File: config.mk
export PLATFORM = sky130hd
export DESIGN_NAME = http_header_image_classifier
export DESIGN_NICKNAME = d
export VERILOG_FILES = /design/src/sv/hhic_pkg.sv /design/src/sv/http_header_image_classifier.sv
export SDC_FILE = /design/constraint.sdc
export NUM_CORES = 1
export LEC_CHECK = 0
export BUFFER_PORTS_ARGS = -buffer_cell sky130_fd_sc_hd__clkbuf_2
export CORE_ASPECT_RATIO = 1.4
export CORE_UTILIZATION = 45
export DETAILED_ROUTE_END_ITERATION = 6
export HOLD_SLACK_MARGIN = 0.08
export PLACE_DENSITY_LB_ADDON = 0.3
export SETUP_SLACK_MARGIN = 0.2
export SLEW_MARGIN = 0
export SYNTH_ARGS = -nofsm -noshare
export SYNTH_HDL_FRONTEND = slang
export SYNTH_SLANG_ARGS = --single-unit
File: constraint.sdc
create_clock -name clk -period 2.46 [get_ports clk]
set_input_delay 0 -clock clk [delete_from_list [all_inputs] [get_ports clk]]
set_output_delay 0 -clock clk [all_outputs]
set_load 0.05 [all_outputs]
File: src/sv/hhic_pkg.sv
`timescale 1ns / 1ps
// ----------------------------------------------------------------------------
// hhic_pkg
// Constants and match strings for the HTTP header image classifier.
// ----------------------------------------------------------------------------
package hhic_pkg;

  localparam int STATUS_LEN = 15;
  localparam int GIF_LEN    = 23;
  localparam int JPEG_LEN   = 24;
  localparam int POS_W      = 5;
  localparam logic [POS_W-1:0] LINE_MAX = 5'd31;

  localparam logic [7:0] BYTE_CR  = 8'd13;
  localparam logic [7:0] BYTE_LF  = 8'd10;
  localparam logic [7:0] PRINT_LO = 8'h20;
  localparam logic [7:0] PRINT_HI = 8'h7E;

  localparam logic [7:0] STATUS_TEXT [STATUS_LEN] = '{
    8'h48, 8'h54, 8'h54, 8'h50, 8'h2F, 8'h31, 8'h2E, 8'h31,
    8'h20, 8'h32, 8'h30, 8'h30, 8'h20, 8'h4F, 8'h4B
  };

  // "Content-Type: image/gif"
  localparam logic [7:0] GIF_TEXT [GIF_LEN] = '{
    8'h43, 8'h6F, 8'h6E, 8'h74, 8'h65, 8'h6E, 8'h74, 8'h2D,
    8'h54, 8'h79, 8'h70, 8'h65, 8'h3A, 8'h20, 8'h69, 8'h6D,
    8'h61, 8'h67, 8'h65, 8'h2F, 8'h67, 8'h69, 8'h66
  };

  // "Content-Type: image/jpeg"
  localparam logic [7:0] JPEG_TEXT [JPEG_LEN] = '{
    8'h43, 8'h6F, 8'h6E, 8'h74, 8'h65, 8'h6E, 8'h74, 8'h2D,
    8'h54, 8'h79, 8'h70, 8'h65, 8'h3A, 8'h20, 8'h69, 8'h6D,
    8'h61, 8'h67, 8'h65, 8'h2F, 8'h6A, 8'h70, 8'h65, 8'h67
  };

endpackage

File: src/sv/http_header_image_classifier.sv
`timescale 1ns / 1ps
// ----------------------------------------------------------------------------
// http_header_image_classifier
// Byte-wise HTTP header scan with status / gif / jpeg flags and body pass.
// ----------------------------------------------------------------------------
// Usage:
//   Input channel (in_valid / in_stall) carries one payload byte per
//   transaction with packet_start and packet_end marks. packet_start clears
//   all scan state before its byte is used.
//   Output channel (out_valid / out_stall) returns exactly one result per
//   input byte: body_valid/body_byte for bytes past the blank header line,
//   the sticky is_http/is_gif/is_jpeg flags (including any line ended by this
//   byte), and payload_done echoing packet_end.
//   The result is registered: the scan state and result register update at the
//   accepting edge. Throughput is one byte per cycle while the receiver does
//   not stall, set by the single result register that the scan logic feeds.
//   When the receiver stalls, the result is held and in_stall is raised
//   only while the result register is full, so no transaction is lost.
//   Reset (rst, synchronous) empties the result register and returns the
//   scan state to the start of a header section.
// ----------------------------------------------------------------------------
module http_header_image_classifier (
  input  logic       clk,
  input  logic       rst,
  input  logic       in_valid,
  output logic       in_stall,
  input  logic [7:0] data_byte,
  input  logic       packet_start,
  input  logic       packet_end,
  output logic       out_valid,
  input  logic       out_stall,
  output logic       body_valid,
  output logic [7:0] body_byte,
  output logic       is_http,
  output logic       is_gif,
  output logic       is_jpeg,
  output logic       payload_done
);

  localparam int PW = hhic_pkg::POS_W;

  logic [PW-1:0] line_pos, line_pos_next;
  logic status_alive, status_alive_next;
  logic gif_alive, gif_alive_next;
  logic jpeg_alive, jpeg_alive_next;
  logic last_eol, last_eol_next;
  logic pending_cr, pending_cr_next;
  logic in_body, in_body_next;
  logic http_seen, http_seen_next;
  logic gif_seen, gif_seen_next;
  logic jpeg_seen, jpeg_seen_next;
  logic body_next;

  logic accept;

  assign in_stall = out_valid && out_stall;
  assign accept   = in_valid && !in_stall;

  always_comb begin
    logic [PW-1:0] p;
    logic [3:0]    s_idx;
    logic [PW-1:0] g_idx;
    logic [PW-1:0] j_idx;
    logic          s_in, g_in, j_in;
    logic          printable;

    // packet_start: begin from reset values
    line_pos_next     = packet_start ? '0   : line_pos;
    status_alive_next = packet_start ? 1'b1 : status_alive;
    gif_alive_next    = packet_start ? 1'b1 : gif_alive;
    jpeg_alive_next   = packet_start ? 1'b1 : jpeg_alive;
    last_eol_next     = packet_start ? 1'b0 : last_eol;
    pending_cr_next   = packet_start ? 1'b0 : pending_cr;
    in_body_next      = packet_start ? 1'b0 : in_body;
    http_seen_next    = packet_start ? 1'b0 : http_seen;
    gif_seen_next     = packet_start ? 1'b0 : gif_seen;
    jpeg_seen_next    = packet_start ? 1'b0 : jpeg_seen;
    body_next         = 1'b0;

    p     = line_pos_next;
    s_in  = p < PW'(hhic_pkg::STATUS_LEN);
    g_in  = p < PW'(hhic_pkg::GIF_LEN);
    j_in  = p < PW'(hhic_pkg::JPEG_LEN);
    s_idx = s_in ? p[3:0] : '0;
    g_idx = g_in ? p : '0;
    j_idx = j_in ? p : '0;
    printable = (data_byte >= hhic_pkg::PRINT_LO) && (data_byte <= hhic_pkg::PRINT_HI);

    if (in_body_next) begin
      body_next = 1'b1;
    end else if (pending_cr_next) begin
      pending_cr_next = 1'b0;
      if (data_byte == hhic_pkg::BYTE_LF) begin
        if (last_eol_next) in_body_next = 1'b1;
        if (status_alive_next && p == PW'(hhic_pkg::STATUS_LEN)) http_seen_next = 1'b1;
        if (gif_alive_next && !g_in) gif_seen_next = 1'b1;
        if (jpeg_alive_next && !j_in) jpeg_seen_next = 1'b1;
        line_pos_next     = '0;
        status_alive_next = 1'b1;
        gif_alive_next    = 1'b1;
        jpeg_alive_next   = 1'b1;
        last_eol_next     = 1'b1;
      end
    end else if (printable) begin
      status_alive_next = status_alive_next && s_in &&
                          (data_byte == hhic_pkg::STATUS_TEXT[s_idx]);
      if (g_in) gif_alive_next = gif_alive_next && (data_byte == hhic_pkg::GIF_TEXT[g_idx]);
      if (j_in) jpeg_alive_next = jpeg_alive_next && (data_byte == hhic_pkg::JPEG_TEXT[j_idx]);
      if (p < hhic_pkg::LINE_MAX) line_pos_next = p + PW'(1);
      last_eol_next = 1'b0;
    end else if (data_byte == hhic_pkg::BYTE_CR) begin
      pending_cr_next = 1'b1;
    end else begin
      last_eol_next = 1'b0;
    end
  end

  always_ff @(posedge clk) begin
    if (rst) begin
      line_pos     <= '0;
      status_alive <= 1'b1;
      gif_alive    <= 1'b1;
      jpeg_alive   <= 1'b1;
      last_eol     <= 1'b0;
      pending_cr   <= 1'b0;
      in_body      <= 1'b0;
      http_seen    <= 1'b0;
      gif_seen     <= 1'b0;
      jpeg_seen    <= 1'b0;
      out_valid    <= 1'b0;
    end else begin
      if (accept) begin
        line_pos     <= line_pos_next;
        status_alive <= status_alive_next;
        gif_alive    <= gif_alive_next;
        jpeg_alive   <= jpeg_alive_next;
        last_eol     <= last_eol_next;
        pending_cr   <= pending_cr_next;
        in_body      <= in_body_next;
        http_seen    <= http_seen_next;
        gif_seen     <= gif_seen_next;
        jpeg_seen    <= jpeg_seen_next;
        out_valid    <= 1'b1;
      end else if (!out_stall) begin
        out_valid <= 1'b0;
      end
    end
  end

  // result payload, no reset needed
  always_ff @(posedge clk) begin
    if (accept) begin
      body_valid   <= body_next;
      body_byte    <= body_next ? data_byte : 8'h00;
      is_http      <= http_seen_next;
      is_gif       <= gif_seen_next;
      is_jpeg      <= jpeg_seen_next;
      payload_done <= packet_end;
    end
  end

  // a line end mark leaves the line state cleared
  a_eol_clean: assert property (@(posedge clk) disable iff (rst)
    last_eol |-> (line_pos == '0) && status_alive && gif_alive && jpeg_alive)
    else $error("line end mark with non-empty line state");

  // once in the body no CR is pending
  a_body_no_cr: assert property (@(posedge clk) disable iff (rst)
    !(in_body && pending_cr))
    else $error("pending CR inside body");

  // sticky flags only drop on a new payload
  a_http_sticky: assert property (@(posedge clk) disable iff (rst)
    (accept && !packet_start && http_seen) |=> http_seen)
    else $error("http flag dropped within payload");

  // a body result requires body state to be set
  a_body_state: assert property (@(posedge clk) disable iff (rst)
    (accept && body_next) |=> (in_body && out_valid && body_valid))
    else $error("body result without body state");

endmodule

==> impl_metrics.prom <==
# TYPE chip_impl_metric gauge
chip_impl_info{name="cp_top_family",value="compound AO/OA/AOI/OAI gates"} 1
chip_impl_metric{name="dr_total_vias",unit=""} 2917
chip_impl_metric{name="design.final.nets",unit=""} 438
chip_impl_metric{name="reg2reg_slack",unit="ps"} 120
chip_impl_info{name="crit_chain",value="buf_8, buf_4, inv_1, o311ai_0, o22ai_1, xnor2_1, nor4_1, nand4_1, a21oi_1"} 1
chip_impl_metric{name="route.antenna.remaining_nets",unit=""} 0
chip_impl_metric{name="power.ir.vdd_worst",unit="mV"} 0.218
chip_impl_metric{name="totalWireLength",unit="microns"} 8430
chip_impl_metric{name="crit_buf_inv",unit=""} 3
chip_impl_metric{name="grt-ovfl-total",unit=""} 0
chip_impl_metric{name="p_clk_share",unit="%"} 28.3
chip_impl_metric{name="dr.pass1.iters",unit=""} 5
chip_impl_metric{name="yosys_warnings",unit=""} 0
chip_impl_metric{name="placeableCoreArea",unit="sq mm"} 0.00586
chip_impl_metric{name="power.static_leakage",unit="uW"} 0.00138
chip_impl_metric{name="detail_route.iter0.violations",unit=""} 254
chip_impl_metric{name="boundary_pins",unit=""} 29
chip_impl_metric{name="path_max_fanout",unit=""} 21
chip_impl_metric{name="internal-power",unit="uW"} 808
chip_impl_metric{name="hold_path_cells",unit=""} 4
chip_impl_metric{name="slew_headroom",unit="%"} 60.7
chip_impl_metric{name="cts.htree.levels",unit=""} 1
chip_impl_info{name="critPathSlowestCell",value="o311ai_0"} 1
chip_impl_metric{name="combPwrFrac",unit="%"} 28.5
chip_impl_metric{name="grt_use_total",unit="%"} 28.3
chip_impl_info{name="end_kind",value="register"} 1
chip_impl_metric{name="power_total",unit="uW"} 1190
chip_impl_metric{name="place.detailed.hpwl",unit="microns"} 6240
chip_impl_metric{name="period_minus_slack",unit="ps"} 2340
chip_impl_info{name="cts_tree",value="yes"} 1
chip_impl_metric{name="report.final.setup_viol",unit=""} 0
chip_impl_metric{name="slew_viol_final",unit=""} 0
chip_impl_metric{name="row_count",unit=""} 33
chip_impl_metric{name="cts_inserted_buffers",unit=""} 3
chip_impl_metric{name="place_worst_setup_slack",unit="ps"} 58.4
chip_impl_info{name="crit_type",value="register to register"} 1
chip_impl_metric{name="data_arrival_critical_path",unit="ps"} 2550
chip_impl_metric{name="syn_avg_cell_area",unit="sq um"} 7.67
chip_impl_info{name="min_to",value="out_valid$_SDFFE_PP0P_"} 1
chip_impl_info{name="synth_ff_type",value="dfxtp_1"} 1
chip_impl_metric{name="fp.dieArea",unit="sq mm"} 0.00644
chip_impl_info{name="timing.critical_path.from_type",value="register"} 1
chip_impl_metric{name="achievable-frequency",unit="GHz"} 0.427
chip_impl_info{name="hold_path_startpoint",value="out_stall"} 1
chip_impl_metric{name="final-hold-violation-count",unit=""} 0
chip_impl_metric{name="worst_slack",unit="ps"} 118
chip_impl_metric{name="drc_violation_count_after_routing",unit=""} 0
chip_impl_metric{name="ys_types",unit=""} 61
chip_impl_metric{name="ys_seq_area_share",unit="%"} 25.1
chip_impl_info{name="hold_path_class",value="input pin to register"} 1
chip_impl_info{name="reg2reg_from",value="line_pos[3]$_SDFFE_PP0P_"} 1
chip_impl_metric{name="drive_gt1_share",unit="%"} 28.2
chip_impl_metric{name="clock-sinks",unit=""} 28
chip_impl_metric{name="vias_in_the_first_global_route",unit=""} 2799
chip_impl_metric{name="worst_clock_skew",unit="ps"} 11.7
chip_impl_metric{name="reg2reg_depth",unit=""} 9
chip_impl_metric{name="synthesized_nets",unit=""} 392
chip_impl_metric{name="power.net_switching",unit="uW"} 383
chip_impl_metric{name="pwr-share-seq",unit="%"} 43.3
chip_impl_metric{name="cts.reportedPaths.clkPinSlew",unit="ps"} 110
chip_impl_metric{name="setup_tns",unit="ps"} 0
chip_impl_info{name="clk_root_buffer_cell",value="clkbuf_8"} 1
chip_impl_metric{name="mappedNetlistArea",unit="sq mm"} 0.00276
chip_impl_metric{name="die_x",unit="microns"} 68.1
chip_impl_metric{name="post_dr_wirelength_cell",unit="microns"} 17.8
chip_impl_metric{name="syn_inst",unit=""} 359
chip_impl_metric{name="net_sw_share",unit="%"} 32.2
chip_impl_metric{name="pin_count_of_the_biggest_net_entering_global_routing",unit=""} 31
chip_impl_metric{name="die_h",unit="microns"} 94.6
chip_impl_metric{name="yosys_register_bits",unit=""} 28
chip_impl_metric{name="worstMarginPinSlew",unit="ps"} 585
chip_impl_metric{name="synth_enable_flop_cells",unit=""} 13
chip_impl_metric{name="layout-area-overhead-vs-synth",unit="%"} 25.0
chip_impl_metric{name="drv_cap",unit=""} 0
chip_impl_metric{name="vias_per_cell",unit=""} 6.15
chip_impl_metric{name="max_stage_delay",unit="ps"} 420
chip_impl_metric{name="grt_antenna_before_repair",unit=""} 0
chip_impl_metric{name="diodes",unit=""} 0
chip_impl_metric{name="fraction_of_registers_with_async_set_or_reset_after_synthesis",unit="%"} 0
chip_impl_metric{name="share_of_the_clock_period_used_by_the_worst_path",unit="%"} 95.2
chip_impl_metric{name="wire_length_of_the_first_global_routing_pass",unit="microns"} 13700
chip_impl_metric{name="port_buffers",unit=""} 28
chip_impl_metric{name="clock_insertion_delay_worst_skew",unit="ps"} 290
chip_impl_metric{name="power-per-cell-area",unit="mW/mm^2"} 346
chip_impl_info{name="run_status",value="finished, final reports clean"} 1
chip_impl_metric{name="place.gp.congestion",unit=""} 0.986
chip_impl_info{name="rr_endpoint",value="status_alive$_SDFFE_PP1P_"} 1
chip_impl_metric{name="critPathRequiredTime",unit="ps"} 2660
chip_impl_metric{name="cts_buffer_depth",unit=""} 2
chip_impl_metric{name="initial_core_util",unit="%"} 47.0
chip_impl_info{name="rsz0062_at_grt",value="true"} 1
==> layout make-up <==
type,count,area (sq um)
inverters,21,78.8
well taps,70,87.6
fillers,513,2420
clock buffers,4,66.3
flip-flops and latches,28,699
multi-input cells,282,2020
repair buffers,69,488
==> worst max-delay path by stage <==
stage	startpoint	to	slack [ps]	cells after the start
6_report	line_pos[3]$_SDFFE_PP0P_	status_alive$_SDFFE_PP1P_	120	9
4_1_cts	line_pos[3]$_SDFFE_PP0P_	gif_alive$_SDFFE_PP1P_	150	12
5_1_grt	line_pos[3]$_SDFFE_PP0P_	gif_alive$_SDFFE_PP1P_	5	13
2_1_floorplan	line_pos[3]$_SDFFE_PP0P_	status_alive$_SDFFE_PP1P_	200	12
3_3_place_gp	line_pos[3]$_SDFFE_PP0P_	gif_alive$_SDFFE_PP1P_	160	12
3_5_place_dp	line_pos[3]$_SDFFE_PP0P_	gif_alive$_SDFFE_PP1P_	60	12
==> sequential cells by signal, summed over array words and instances (netlist names) <==
register      cells
body_byte         8
pending_cr        1
last_eol          1
is_gif            1
gif_seen          1
jpeg_alive        1
http_seen         1
line_pos          5
body_valid        1
is_jpeg           1
out_valid         1
is_http           1
status_alive      1
gif_alive         1
jpeg_seen         1
payload_done      1
in_body           1
==> layout by cell type (no fill, tap or decap), types with 4 or more instances in the layout <==
master / count
o21ai_0: 20
o22ai_1: 7
ha_1: 14
buf_6: 4
edfxtp_1: 13
nor3_1: 5
nor4_1: 4
a31oi_1: 4
a221oi_1: 4
a21o_1: 4
nand2b_1: 12
inv_2: 4
clkbuf_2: 28
nand2_1: 21
nand3_1: 17
buf_4: 33
xnor2_1: 15
inv_1: 17
nor2_4: 4
mux2i_1: 5
nor2b_1: 8
a22oi_1: 5
a21oi_1: 19
dfxtp_1: 10
o211ai_1: 4
nand4_1: 6
ha_4: 4
and3_1: 10
nor2_1: 30
dfxtp_2: 4
==> timing repair <==
action / in CTS / in global routing
resized for setup: 31 / 0
pin swaps: 20 / 6
setup endpoints to repair: 3 / 3
setup buffers: 8 / 1
endpoints found under the hold margin: 2 / 0
hold buffers: 2 / 0
==> per-stage QoR <==
| step | std cells | hold WS, ps | util (%) | area, sq um |
|---|---|---|---|---|
| after global routing | 474 | 113 | 58.7 | 3440 |
| final | 474 | 96.7 | 58.7 | 3440 |
| after CTS | 473 | 103 | 58.6 | 3440 |
| after detailed placement | 459 | 185 | 54.2 | 3180 |
| after floorplan | 359 | 72.1 | - | 2870 |
| after global placement | 459 | 183 | 54.2 | 3180 |
==> Yosys cell counts, drive strengths merged, types with 7 or more instances <==
cell,number,area (sq um)
nor2,35,131
nand2,23,88.8
o21ai,23,119
a21oi,22,110
inv,21,78.8
buf,20,103
ha,19,238
nand3,19,95.1
dfxtp,15,300
xnor2,15,131
edfxtp,13,390
nand2b,12,75.1
and3,10,62.6
nor2b,9,56.3
clkbuf,8,30.0
o22ai,7,43.8
==> kinds of logic (layout without fill, tap and decap cells) <==
family,count (synthesis),after routing,synth area share [%]
simple gates,139,139,26.3
compound gates,100,100,24.4
buf+inv,49,94,7.67
flops,28,28,25.1
fa+ha+maj,19,19,8.63
xor+xnor,18,18,5.72
mux,6,6,2.23
==> metal layers <==
metal	GRT usage [%]	vias to the layer above	routed length [microns]
li1	-	1392	-
met1	32.3	1340	3260
met2	48.8	144	4210
met3	2.29	41	397
met4	17.9	0	552
met5	0	-	0
==> power by group through the flow <==
stage	Combinational (uW)	Sequential, uW	Clock [uW]
detailed placement	312	526	0
floorplan	191	561	0
global route	366	518	362
finish	339	515	336
CTS	332	515	335
global placement	308	526	0
==> worst min-delay path: cells and delay by family <==
| family | cells | cell delay [ps] |
|---|---|---|
| simple gates | 3 | 280 |
| buf+inv | 1 | 70 |
Note: power is estimated with default switching activity, not from simulation.
